### src/hw/rtl/apnc_pkg.sv
// apnc_pkg: shared types, character codes and helper functions for the path checker
`default_nettype none

package apnc_pkg;

   // character codes
   localparam logic [15:0] CH_NUL       = 16'h0000;
   localparam logic [15:0] CH_SPACE     = 16'h0020;
   localparam logic [15:0] CH_QUOTE     = 16'h0022;
   localparam logic [15:0] CH_STAR      = 16'h002A;
   localparam logic [15:0] CH_DOT       = 16'h002E;
   localparam logic [15:0] CH_SLASH     = 16'h002F;
   localparam logic [15:0] CH_ONE       = 16'h0031;
   localparam logic [15:0] CH_NINE      = 16'h0039;
   localparam logic [15:0] CH_COLON     = 16'h003A;
   localparam logic [15:0] CH_LESS      = 16'h003C;
   localparam logic [15:0] CH_GREATER   = 16'h003E;
   localparam logic [15:0] CH_QUESTION  = 16'h003F;
   localparam logic [15:0] CH_UPPER_A   = 16'h0041;
   localparam logic [15:0] CH_UPPER_Z   = 16'h005A;
   localparam logic [15:0] CH_BACKSLASH = 16'h005C;
   localparam logic [15:0] CH_LOWER_A   = 16'h0061;
   localparam logic [15:0] CH_LOWER_Z   = 16'h007A;
   localparam logic [15:0] CH_PIPE      = 16'h007C;
   localparam logic [15:0] CH_SUP_TWO   = 16'h00B2;
   localparam logic [15:0] CH_SUP_THREE = 16'h00B3;
   localparam logic [15:0] CH_SUP_ONE   = 16'h00B9;
   localparam logic [15:0] CTRL_LIMIT   = 16'd32;
   localparam logic [15:0] CASE_OFFSET  = 16'd32;

   // lower-case letters used by the reserved device names
   localparam logic [15:0] CH_A = 16'h0061;
   localparam logic [15:0] CH_C = 16'h0063;
   localparam logic [15:0] CH_L = 16'h006C;
   localparam logic [15:0] CH_M = 16'h006D;
   localparam logic [15:0] CH_N = 16'h006E;
   localparam logic [15:0] CH_O = 16'h006F;
   localparam logic [15:0] CH_P = 16'h0070;
   localparam logic [15:0] CH_R = 16'h0072;
   localparam logic [15:0] CH_T = 16'h0074;
   localparam logic [15:0] CH_U = 16'h0075;
   localparam logic [15:0] CH_X = 16'h0078;

   // counter limits
   localparam logic [2:0] DRIVE_UNITS   = 3'd4;
   localparam logic [2:0] COMP_LEN_MAX  = 3'd5;
   localparam logic [2:0] STEM_MAX      = 3'd4;
   localparam logic [2:0] SHORT_STEM    = 3'd3;
   localparam logic [2:0] POS_LETTER    = 3'd0;
   localparam logic [2:0] POS_COLON     = 3'd1;
   localparam logic [2:0] POS_BACKSLASH = 3'd2;

   // running state of one path
   typedef struct packed {
      logic [2:0]       units_seen;
      logic             failed;
      logic [2:0]       comp_len;
      logic [3:0][15:0] stem_chars;
      logic [2:0]       stem_count;
      logic             stem_hit_dot;
      logic             prev_dot_space;
   } apnc_state_type;

   localparam apnc_state_type STATE_CLEAR = '0;

   // control units and the reserved punctuation
   function automatic logic is_forbidden(input logic [15:0] u);
      return (u < CTRL_LIMIT) || (u == CH_SLASH) || (u == CH_COLON) ||
             (u == CH_LESS) || (u == CH_GREATER) || (u == CH_QUOTE) ||
             (u == CH_PIPE) || (u == CH_QUESTION) || (u == CH_STAR);
   endfunction

   function automatic logic stem_is(input apnc_state_type s, input logic [15:0] a,
                                    input logic [15:0] b, input logic [15:0] c);
      return (s.stem_chars[0] == a) && (s.stem_chars[1] == b) && (s.stem_chars[2] == c);
   endfunction

   // component is empty, ends badly, or names a device
   function automatic logic comp_bad(input apnc_state_type s);
      logic        ended;
      logic        dev3;
      logic        dev4;
      logic        digit;
      logic [15:0] d;
      d     = s.stem_chars[3];
      ended = s.stem_hit_dot || (s.comp_len == s.stem_count);
      dev3  = (s.stem_count == SHORT_STEM) &&
              (stem_is(s, CH_C, CH_O, CH_N) || stem_is(s, CH_P, CH_R, CH_N) ||
               stem_is(s, CH_A, CH_U, CH_X) || stem_is(s, CH_N, CH_U, CH_L));
      digit = ((d >= CH_ONE) && (d <= CH_NINE)) || (d == CH_SUP_ONE) ||
              (d == CH_SUP_TWO) || (d == CH_SUP_THREE);
      dev4  = (s.stem_count == STEM_MAX) && digit &&
              (stem_is(s, CH_C, CH_O, CH_M) || stem_is(s, CH_L, CH_P, CH_T));
      return (s.comp_len == 3'd0) || s.prev_dot_space || (ended && (dev3 || dev4));
   endfunction

endpackage

`default_nettype wire

### src/hw/rtl/apnc_step.sv
// apnc_step: next-state and verdict logic for one code unit of a path
`default_nettype none

module apnc_step
   import apnc_pkg::*;
(
   input  var apnc_state_type cur_state,
   input  wire logic [15:0]   code_unit,
   input  wire logic          last,
   output apnc_state_type     nxt_state,
   output logic               path_ok
);

   apnc_state_type s;
   logic [15:0]    lower_unit;
   logic           is_letter;

   // fold ascii upper case to lower case
   always_comb begin
      is_letter  = ((code_unit >= CH_UPPER_A) && (code_unit <= CH_UPPER_Z)) ||
                   ((code_unit >= CH_LOWER_A) && (code_unit <= CH_LOWER_Z));
      lower_unit = ((code_unit >= CH_UPPER_A) && (code_unit <= CH_UPPER_Z)) ?
                   code_unit + CASE_OFFSET : code_unit;
   end

   // apply the unit to the running state
   always_comb begin
      s = cur_state;
      if (code_unit == CH_NUL) begin
         s.failed = 1'b1;
      end
      case (cur_state.units_seen)
         POS_LETTER: begin
            if (!is_letter) s.failed = 1'b1;
         end
         POS_COLON: begin
            if (code_unit != CH_COLON) s.failed = 1'b1;
         end
         POS_BACKSLASH: begin
            if (code_unit != CH_BACKSLASH) s.failed = 1'b1;
         end
         default: begin
            if (code_unit == CH_BACKSLASH) begin
               // component closes
               if (comp_bad(cur_state)) s.failed = 1'b1;
               s.comp_len       = 3'd0;
               s.stem_chars     = '0;
               s.stem_count     = 3'd0;
               s.stem_hit_dot   = 1'b0;
               s.prev_dot_space = 1'b0;
            end else begin
               if (is_forbidden(code_unit)) s.failed = 1'b1;
               // stem collection up to the first dot
               if ((cur_state.comp_len == cur_state.stem_count) &&
                   !cur_state.stem_hit_dot) begin
                  if (code_unit == CH_DOT) begin
                     s.stem_hit_dot = 1'b1;
                  end else if (cur_state.stem_count < STEM_MAX) begin
                     s.stem_chars[cur_state.stem_count[1:0]] = lower_unit;
                     s.stem_count = cur_state.stem_count + 3'd1;
                  end
               end
               if (cur_state.comp_len < COMP_LEN_MAX) begin
                  s.comp_len = cur_state.comp_len + 3'd1;
               end
               s.prev_dot_space = (code_unit == CH_DOT) || (code_unit == CH_SPACE);
            end
         end
      endcase
      if (cur_state.units_seen < DRIVE_UNITS) begin
         s.units_seen = cur_state.units_seen + 3'd1;
      end
   end

   // final verdict and return to a fresh path on the last unit
   always_comb begin
      path_ok   = !(s.failed || (s.units_seen < DRIVE_UNITS) || comp_bad(s));
      nxt_state = last ? STATE_CLEAR : s;
   end

endmodule

`default_nettype wire

### config.mk
export PLATFORM = sky130hd
export DESIGN_NAME = apnc_step
export DESIGN_NICKNAME = d
export VERILOG_FILES = /design/src/hw/rtl/apnc_pkg.sv /design/src/hw/rtl/apnc_step.sv
export SDC_FILE = /design/constraint.sdc
export NUM_CORES = 1
export LEC_CHECK = 0
export ABC_AREA = 1
export BUFFER_PORTS_ARGS = -buffer_cell sky130_fd_sc_hd__buf_2
export CELL_PAD_IN_SITES_DETAIL_PLACEMENT = 1
export CELL_PAD_IN_SITES_GLOBAL_PLACEMENT = 2
export CORE_ASPECT_RATIO = 2
export CORE_MARGIN = 8
export CORE_UTILIZATION = 23
export DETAILED_ROUTE_END_ITERATION = 8
export PLACE_DENSITY = 0.85
export SYNTH_ARGS = -nofsm -noshare
export SYNTH_HDL_FRONTEND = slang
export SYNTH_SLANG_ARGS = --single-unit
### constraint.sdc
create_clock -name vclk -period 4
set_input_delay 1 -clock vclk [all_inputs]
set_output_delay 1 -clock vclk [all_outputs]
set_load 0.05 [all_outputs]
==> out/results.ini, run 1 <==
[status]
status=complete, but fails checks
violations=negative setup slack

[global_routing]
grt.total_usage=0.242
grt_pass1_wl_um=44600
grt_max_degree=33
grt_antenna_before_repair=1
grt_pass1_vias=8612
gr-total-overflow=0

[pwr]
p_leak_uw=0.00446
total_power_uw=1120
peakVddDrop_v=0.000101
power_density_nw_per_um2=130

[critical_path]
slowest_delay_ns=0.22
cpLargestDelayFamily=simple AND/OR/NAND/NOR gates
path_max_fanout=5
slowest_stage=nor2_1
worstSetupPathType=input pin to output port
cp_data_arrival_time_ns=3.42
worstPathRequired_ns=3.00
critPathLaunchType=input pin
crit_chain=buf_2, inv_2, nand2_2, nand2_2, nand2_1, nor2_4, nand3_4, nor2_4, nand2_4, buf_6, nor2_1, o21ai_2, inv_2, nand2_1, nor3_1, nand4_1, nor2_4, a21oi_4, buf_6
end_kind=output port
critPathBufInv=5
crit_path_frequent_cell=nor2_4

[finish]
flops_and_latches=0
syn2layout_area_growth_pct=105
seq_area_um2=0
nets=1371
fill_cells=2428
drive_gt1_frac=0.552
stdcell_area_um2=8630
multi_input_area_um2=4370
clock_buffers=0

[timing]
hold_viol=0
slew_violations=0
tns_ns=-0.515
worstMarginPinSlew_ns=0.745
fin_crit_sh=1.11
slew_headroom=0.504
max_freq_ghz=0.226
min_period_ns=4.42
rsz0062_at_grt=true
setup_slack_ns=-0.425
setup-violations-final=5

[die]
initial_core_util=0.232
placementRows=70
io_pins=170
die_h_um=207
dieArea_um2=23200
core_area_um2=18100
fp.dieW_um=112

[min_path]
hold_class=input pin to output port

[placement]
hpwl_um=23500
place_area_um2=7040
finalWeightedCongestion=0.971
portBuffers=170

[logic_synthesis]
netlist_instances=843
synth_nets=949
synth_top_area_frac=0.182
synth_area_leader_cell=nand2_1
synth_cell_types=52
synth_warnings=0
synth_area_um2=4210
seq_area_frac_synth=0
ys_top_cells_by_area=nand2_1 (18%), nor2_1 (14%), inv_1 (10%), nand3_1 (7.7%), o21ai_0 (5.9%)
synth_area_per_cell_um2=5.00

[drt]
vias=7829
routedWlPerCell_um=21.9
drt_iter0_markers=334
drc=0
ant_nets=0
wirelength_um=32400
first_pass_iters=5
via_per_inst=5.29

[run]
maxCapViolations=0

[clock_tree]
holdBufCountCts=0

-- worst paths after layout --
path	start	end	slack [ns]	depth (start not counted)
setup / recovery	cur_state[69]	path_ok	-0.42	19
hold / removal	cur_state[73]	nxt_state[73]	2.50	5
-- logic make-up (layout without fill, tap and decap cells) --
logic type	Yosys count	count (layout)	synth area share
buffers and inverters	166	584	0.169
AOI/OAI and AO/OA	125	125	0.175
and+or+nand+nor	532	534	0.601
other	0	1	0
adders and majority gates	13	13	0.0386
xor gates and xnor gates	7	7	0.0163
-- cells in the mapped netlist (all sizes together) --
master and count:
nor2 182, a31oi 2, inv 131, o21ai 54, nor3 15, nand3b 2
clkbuf 11, o31ai 2, a211oi 3, nand3 77, a21oi 47, o2111ai 1
or2 1, clkinv 4, o21a 1, ha 13, xnor2 4, a32o 1
nand2 222, nand4 23, o41ai 2, xor2 3, a32oi 2, buf 20
o211ai 5, nor4 10, a21o 1, a41oi 1, a21boi 2, o22ai 1
-- layer usage --
metal  vias to the layer above  GRT usage  part of all wire
met4                         0      0.206             0.093
met3                       178     0.0332             0.046
met1                      3713      0.200              0.32
met2                       382      0.483              0.54
met5                         -          0                 0
li1                       3556          -                 -
-- worst min-delay path, cell delays in order --
cell    delay, ns
buf_12       0.10
inv_8        0.03
nor2_1       0.09
nor3_1       0.06
buf_2        0.21
-- where the power goes --
group	leakage, µW	total [µW]	switching [µW]	internal, µW
Sequential	0	0	0	0
Combinational	0.00446	1120	693	429
Clock	0.00000000634	0.0000334	0	0.0000334
Total	0.00446	1120	693	429
-- placed cells by master (no fill, tap or decap), types with 13 or more instances in the layout --
cell type,instances
nand4_1,19
nand2_1,171
nor2_1,109
buf_6,46
a21oi_2,14
o21ai_2,13
nor2_4,30
inv_1,97
o21ai_0,21
o21ai_1,18
nand3_1,45
nand2_2,39
a21oi_1,29
buf_2,120
inv_2,25
nor2_2,40
buf_4,256
nand3_2,21
-- repair_timing --
action,4_1_cts,5_1_grt
gates resized for setup,151,239
pin swaps,45,72
buffers inserted,18,22
setup endpoints to repair,45,45
gates cloned,3,0
-- per-stage QoR --
step | utilization | cells | worst slack (ns) | hold WS [ns]
3_3_place_gp | 0.388 | 1442 | -0.592 | 2.47
4_1_cts | 0.428 | 1463 | -0.284 | 2.50
5_1_grt | 0.476 | 1480 | -0.557 | 2.51
6_report | 0.476 | 1480 | -0.425 | 2.50
3_5_place_dp | 0.388 | 1442 | -0.635 | 2.50
2_1_floorplan | - | 843 | 0.00115 | 2.28
-- area by class of cell --
type | instances | area share
Antenna cell | 1 | 0.000290
Inverter | 135 | 0.0641
Multi-Input combinational cell | 679 | 0.506
Tap cell | 216 | 0.0313
Timing Repair Buffer | 448 | 0.397
Timing Repair inverter | 1 | 0.00102
Note: power is estimated with default switching activity, not from simulation.
==> run 2: changes to the inputs <==
Settings changed: ABC_AREA 1 to 0, CORE_MARGIN 8 to 3, PLACE_DENSITY 0.85 to 0.88.
==> run 2 against run 1 <==
Net effect:
- the flow now stops in 5_1_grt
- synthesized area fell by 24%
- synthesized cell count fell by 35%
==> out/results.ini, run 2 <==
[status]
status=stopped before the end
haltStage=5_1_grt
error=[ERROR GRT-0232] Routing congestion too high. Check the congestion heatmap in the GUI.

[logic_synthesis]
synth_common_cells=nand2_1 (99), a21oi_1 (70), nor2_1 (68)
netlist_instances=548  ; -35%
synth_cell_types=76  ; +46%
synth_area_per_cell_um2=5.87  ; +17%
synth_top_area_frac=0.116  ; -0.0662
synth_nets=654  ; -31%
seq_area_frac_synth=0  ; unchanged
synth_area_um2=3220  ; -24%
ys_top_cells_by_area=nand2_1 (12%), a21oi_1 (11%), nor2_1 (7.9%), nand3_1 (6.7%), ha_1 (5.1%)
synth_warnings=0  ; unchanged
synth_area_leader_cell=nand2_1
synth_most_common_cell=nand2_1

[global_routing]
grt.total_usage=0.402
grt_max_degree=22
gr-total-overflow=2

[placement]
dp_cells=1073  ; -26%
portBuffers=170  ; unchanged
hpwl_um=19300  ; -18%
finalWeightedCongestion=1.20  ; +23%
place_area_um2=6310  ; -10%

[die]
die_h_um=173  ; -16%
initial_core_util=0.237  ; +0.00428
fp.dieW_um=89.6  ; -20%
placementRows=60  ; -14%
io_pins=170  ; unchanged

[clock_tree]
holdBufCountCts=0  ; unchanged

[timing]
crit_endpoint=path_ok
endpoint_type=output port

[run 2: changes by cell type after synthesis, sizes merged, moves of 11 or more]
cell    change
nand3      -34
nand4      -17
nand2     -123
clkbuf     +14
inv       -114
a22oi      +11
a21oi      +23
mux2i      +11
nor2      -114
o21ai      -34
[run 2: stage by stage]
step	util	hold WS, ns	setup TNS, ns	setup WS [ns]
after detailed placement	0.465	2.44	-18.56	-0.858
after global placement	0.465	2.44	-13.05	-0.823
after CTS	0.519	2.40	-3.65	-0.681
after floorplan	-	2.20	-0.715	-0.313
[run 2: kinds of logic after synthesis]
family,count (synthesis),synth area share
buffers and inverters,55,0.0759
multiplexers,12,0.0377
AND/OR/NAND/NOR,306,0.477
XOR/XNOR,8,0.0265
adder cells (fa/ha/maj),13,0.0506
AO/OA/AOI/OAI,154,0.333
[run 2: repair_timing]
item | 4_1_cts
pin swaps | 29
cloned | 1
endpoints found under the setup margin | 73
gates resized for setup | 167
setup buffers | 14
[run 2: routing by layer]
layer | overflow | track usage
met5 | 0 | 0
met2 | 0 | 0.669
met3 | 0 | 0.105
met4 | 2 | 0.378
met1 | 0 | 0.376
==> run 3: changes to the inputs <==
Settings changed: CELL_PAD_IN_SITES_DETAIL_PLACEMENT 1 to default, CELL_PAD_IN_SITES_GLOBAL_PLACEMENT 2 to default, CORE_ASPECT_RATIO 2 to default, CORE_UTILIZATION 23 to 25, PLACE_DENSITY 0.88 to default, PLACE_DENSITY_LB_ADDON from default to 0.15.
==> run 3 against run 2 <==
Net effect:
- the flow now finishes, with violations (negative setup slack)
- synthesized cell count unchanged
- synthesized area did not move
==> out/results.ini, run 3 <==
[global_routing]
grt.total_usage=0.269
grt_pass1_vias=5970
grt_max_degree=47
grt_pass1_wl_um=31500
gr-total-overflow=0
grt_antenna_before_repair=0

[die]
die_h_um=119  ; -31%
core_area_um2=12300
placementRows=40  ; -33%
fp.dieW_um=119  ; +33%
initial_core_util=0.261  ; +0.0245
dieArea_um2=14300
io_pins=170  ; unchanged

[critical_path]
critPathBufInv=4
crit_chain=buf_2, or2_1, or4_4, a2bb2oi_2, a41o_1, buf_4, o21ai_0, nand3_1, nor4_2, buf_4, a41oi_4, buf_6
cpLargestDelayFamily=simple AND/OR/NAND/NOR gates
critPathLaunchType=input pin
path_max_fanout=8
crit_path_frequent_cell=buf_4
cp_data_arrival_time_ns=3.66
slowest_stage=or4_4
worstPathRequired_ns=3.00
slowest_delay_ns=0.43
end_kind=output port
worstSetupPathType=input pin to output port

[placement]
finalWeightedCongestion=0.968  ; -19%
dp_cells=1066  ; -0.65%
pre_cts_ws_ns=-0.867  ; -0.00881 ns
portBuffers=170  ; unchanged
hpwl_um=16100  ; -16%

[pwr]
power_density_nw_per_um2=103
p_leak_uw=0.00358
peakVddDrop_v=0.0000997

[drt]
ant_nets=0
drt_iter0_markers=534
routedWlPerCell_um=19.3
vias=5938
wirelength_um=21100
drc=0
first_pass_iters=5
via_per_inst=5.43

[finish]
multi_input_area_um2=4150
layout_commonest_cell=buf_4
fin_cells=1094
utilization=0.646
nets=1034
flops_and_latches=0
antennaDiodeCount=0
fill_cells=1073
final_cell_mix=buf_4 (205), buf_6 (92), buf_2 (91)
drive_gt1_frac=0.636
seq_area_um2=0
syn2layout_area_growth_pct=147
clock_buffers=0

[logic_synthesis]
seq_area_frac_synth=0  ; unchanged
synth_most_common_cell=nand2_1
ys_top_cells_by_area=nand2_1 (12%), a21oi_1 (11%), nor2_1 (7.9%), nand3_1 (6.7%), ha_1 (5.1%)
synth_area_um2=3220  ; unchanged
synth_nets=654  ; unchanged
synth_cell_types=76  ; unchanged
synth_area_leader_cell=nand2_1
synth_common_cells=nand2_1 (99), a21oi_1 (70), nor2_1 (68)
synth_warnings=0  ; unchanged
synth_area_per_cell_um2=5.87  ; unchanged
synth_top_area_frac=0.116  ; unchanged
netlist_instances=548  ; unchanged

[timing]
tns_ns=-4.40
setup_slack_ns=-0.664
slew_violations=0
max_freq_ghz=0.214
fin_crit_sh=1.17
min_period_ns=4.66
slew_headroom=0.570
setup-violations-final=29
hold_viol=0
rsz0062_at_grt=true
worstMarginPinSlew_ns=0.643

[status]
violations=negative setup slack
status=complete, but fails checks

[run]
maxCapViolations=0

[min_path]
hold_class=input pin to output port

-- run 3: cell counts after synthesis --
Identical to the previous run, type by type.
-- run 3: timing repair --
action,4_1_cts,5_1_grt
gates cloned,2,1
resized for setup,206,156
hold buffers,0,0
setup endpoints to repair,72,71
pin swaps,32,28
setup buffers,12,20
-- run 3: final timing paths --
check	from	to	slack (ns)	depth (start not counted)
hold / removal	cur_state[17]	nxt_state[17]	2.38	4
setup / recovery	code_unit[0]	path_ok	-0.66	12
-- run 3: metal layers --
layer | wire length [µm] | up-vias | global-route usage | share of wire
met1 | 8660 | 2839 | 0.349 | 0.41
met3 | 1680 | 54 | 0.0470 | 0.080
met4 | 641 | 0 | 0.0723 | 0.030
met5 | 0 | - | 0 | 0
li1 | - | 2775 | - | -
met2 | 10100 | 270 | 0.458 | 0.48
-- run 3: cell families (layout without fill, tap and decap cells) --
family	after synthesis	in the layout	share of synthesized area
xor gates and xnor gates	8	8	0.0265
adders and majority gates	13	13	0.0506
buffers and inverters	55	433	0.0759
and+or+nand+nor	306	306	0.477
muxes	12	12	0.0377
AOI/OAI and AO/OA	154	154	0.333
-- run 3: per-stage QoR --
stage	power, µW	cell area, µm²	hold WS, ns
floorplan	384	3840	2.20
detailed placement	693	6380	2.43
global placement	689	6380	2.43
CTS	771	7280	2.38
global route	859	7960	2.39
finish	816	7960	2.38
-- run 3: layout make-up --
| cell class | instances | share of cell area |
|---|---|---|
| Inverter | 17 | 0.00928 |
| Multi-Input combinational cell | 493 | 0.522 |
| Tap cell | 168 | 0.0264 |
| Timing Repair Buffer | 416 | 0.442 |
-- run 3: where the power goes --
part	switching [µW]	internal, µW
registers	0	0
clock network	0	0
logic	470	346
total	470	346
==> run 4: changes to the inputs <==
Settings changed: ABC_CLOCK_PERIOD_IN_PS from default to 5700.
Clock period 4 ns to 5.7 ns, I/O delays scaled along.
==> run 4 against run 3 <==
Net effect:
- the run now ends clean
- non-clock buffer count is 139 lower
- setup slack better by 0.76 ns
- flip-flop and latch count stayed put
- first-iteration DRC count is 17% lower
- largest power group unchanged
- die area stayed put
==> out/results.ini, run 4 (synthesis results as in run 3) <==
[finish]
clock_buffers=0  ; unchanged
layout_commonest_cell=buf_2
syn2layout_area_growth_pct=58.6
seq_area_um2=0  ; unchanged
final_cell_mix=buf_2 (167), buf_4 (102), nand2_1 (99)
flops_and_latches=0  ; unchanged
stdcell_area_um2=5100  ; -36%
nets=895  ; -13%
drive_gt1_frac=0.407  ; -0.229
antennaDiodeCount=0  ; unchanged

[die]
fp.dieW_um=119  ; unchanged
initial_core_util=0.261  ; unchanged
dieArea_um2=14300  ; unchanged
io_pins=170  ; unchanged
core_area_um2=12300  ; unchanged
die_h_um=119  ; unchanged
placementRows=40  ; unchanged

[timing]
hold_slack_ns=3.26  ; +0.875 ns
tns_ns=0  ; +4.40 ns
min_period_ns=5.61
slew_headroom=0.640  ; +0.0702
max_freq_ghz=0.178
setup-violations-final=0  ; -100%
slew_violations=0  ; unchanged
fin_crit_sh=0.984
worstMarginPinSlew_ns=0.540  ; -0.103 ns
hold_viol=0  ; unchanged
setup_slack_ns=0.0931  ; +0.757 ns

[global_routing]
gr-total-overflow=0  ; unchanged
grt_antenna_before_repair=0  ; unchanged
grt_pass1_wl_um=27100  ; -14%
grt_max_degree=47  ; unchanged
grt_pass1_vias=4968  ; -17%
grt.total_usage=0.231  ; -0.0385

[drt]
routedWlPerCell_um=18.6  ; -3.4%
drt_iter0_markers=444  ; -17%
wirelength_um=17800  ; -16%
drc=0  ; unchanged
via_per_inst=5.36  ; -1.2%
first_pass_iters=5  ; unchanged
ant_nets=0  ; unchanged
vias=5122  ; -14%

[critical_path]
slowest_delay_ns=0.31  ; -0.12 ns
worstPathRequired_ns=4.28  ; +1.28 ns
critPathLaunchType=input pin
crit_chain=buf_4, inv_2, ha_4, nor3_4, o2111ai_4, buf_6, a2111oi_4, mux2i_1, buf_4, buf_4, xor2_1, nand2_1, o211ai_1, a41oi_2, buf_6
cpLargestDelayFamily=compound AO/OA/AOI/OAI gates
crit_path_frequent_cell=buf_4
critPathBufInv=6  ; +2
worstSetupPathType=input pin to output port
slowest_stage=a2111oi_4
cp_data_arrival_time_ns=4.18  ; +0.52 ns
end_kind=output port
path_max_fanout=4  ; -4

[status]
status=finished clean

[placement]
finalWeightedCongestion=0.944  ; -2.5%
portBuffers=170  ; unchanged
hpwl_um=14600  ; -9.4%
pre_cts_ws_ns=-0.145  ; +0.722 ns
place_area_um2=4930  ; -23%

[pwr]
p_leak_uw=0.00243  ; -32%
peakVddDrop_v=0.0000454  ; -54%
total_power_uw=403  ; -51%
power_density_nw_per_um2=79.0  ; -23%

[run]
maxCapViolations=0  ; unchanged

[min_path]
hold_class=input pin to output port

==> run 4: changes by cell type in the layout (fill, tap and decap cells not counted), moves of 24 or more <==
cell / delta
buf_6: -87
a21oi_1: +51
a21oi_4: -45
buf_2: +76
nand2_1: +24
buf_4: -103
==> run 4: what timing repair did <==
action | CTS | global route
setup endpoints to repair | 1 | 1
pin swaps | 3 | 9
resized for setup | 10 | 27
setup buffers | 1 | 0
hold buffers | 0 | 0
==> run 4: final timing paths <==
check | start | end | slack [ns] | cells after the start
worst min-delay path | cur_state[26] | nxt_state[26] | 3.26 | 4
worst max-delay path | cur_state[74] | path_ok | 0.09 | 15
==> run 4: worst min-delay path: cells and delay by family <==
family | cells | cell delay (ns)
compound gates | 1 | 0.05
simple gates | 1 | 0.05
buf+inv | 2 | 0.30
==> run 4: where the power goes <==
| part | switching, µW | internal [µW] |
|---|---|---|
| combinational | 270 | 133 |
| sequential | 0 | 0 |
| clock | 0 | 0 |
| total | 270 | 133 |
==> run 4: final cells by class <==
type / instances / area, µm²
well taps: 168 / 210
repair buffers: 277 / 1720
fillers: 1369 / 7210
multi-input cells: 493 / 3110
inverters: 17 / 66.3
==> run 4: layer usage <==
layer  vias to the layer above  wire length [µm]  track usage
li1                       2494                 -            -
met1                      2399              7970        0.315
met2                       216              8630        0.410
met3                        13              1030       0.0209
met4                         0               121       0.0143
met5                         -                 0            0
==> run 4: per-stage QoR <==
step | util | std cells
4_1_cts | 0.404 | 955
3_3_place_gp | 0.400 | 954
5_1_grt | 0.414 | 955
2_1_floorplan | - | 548
6_report | 0.414 | 955
3_5_place_dp | 0.400 | 954
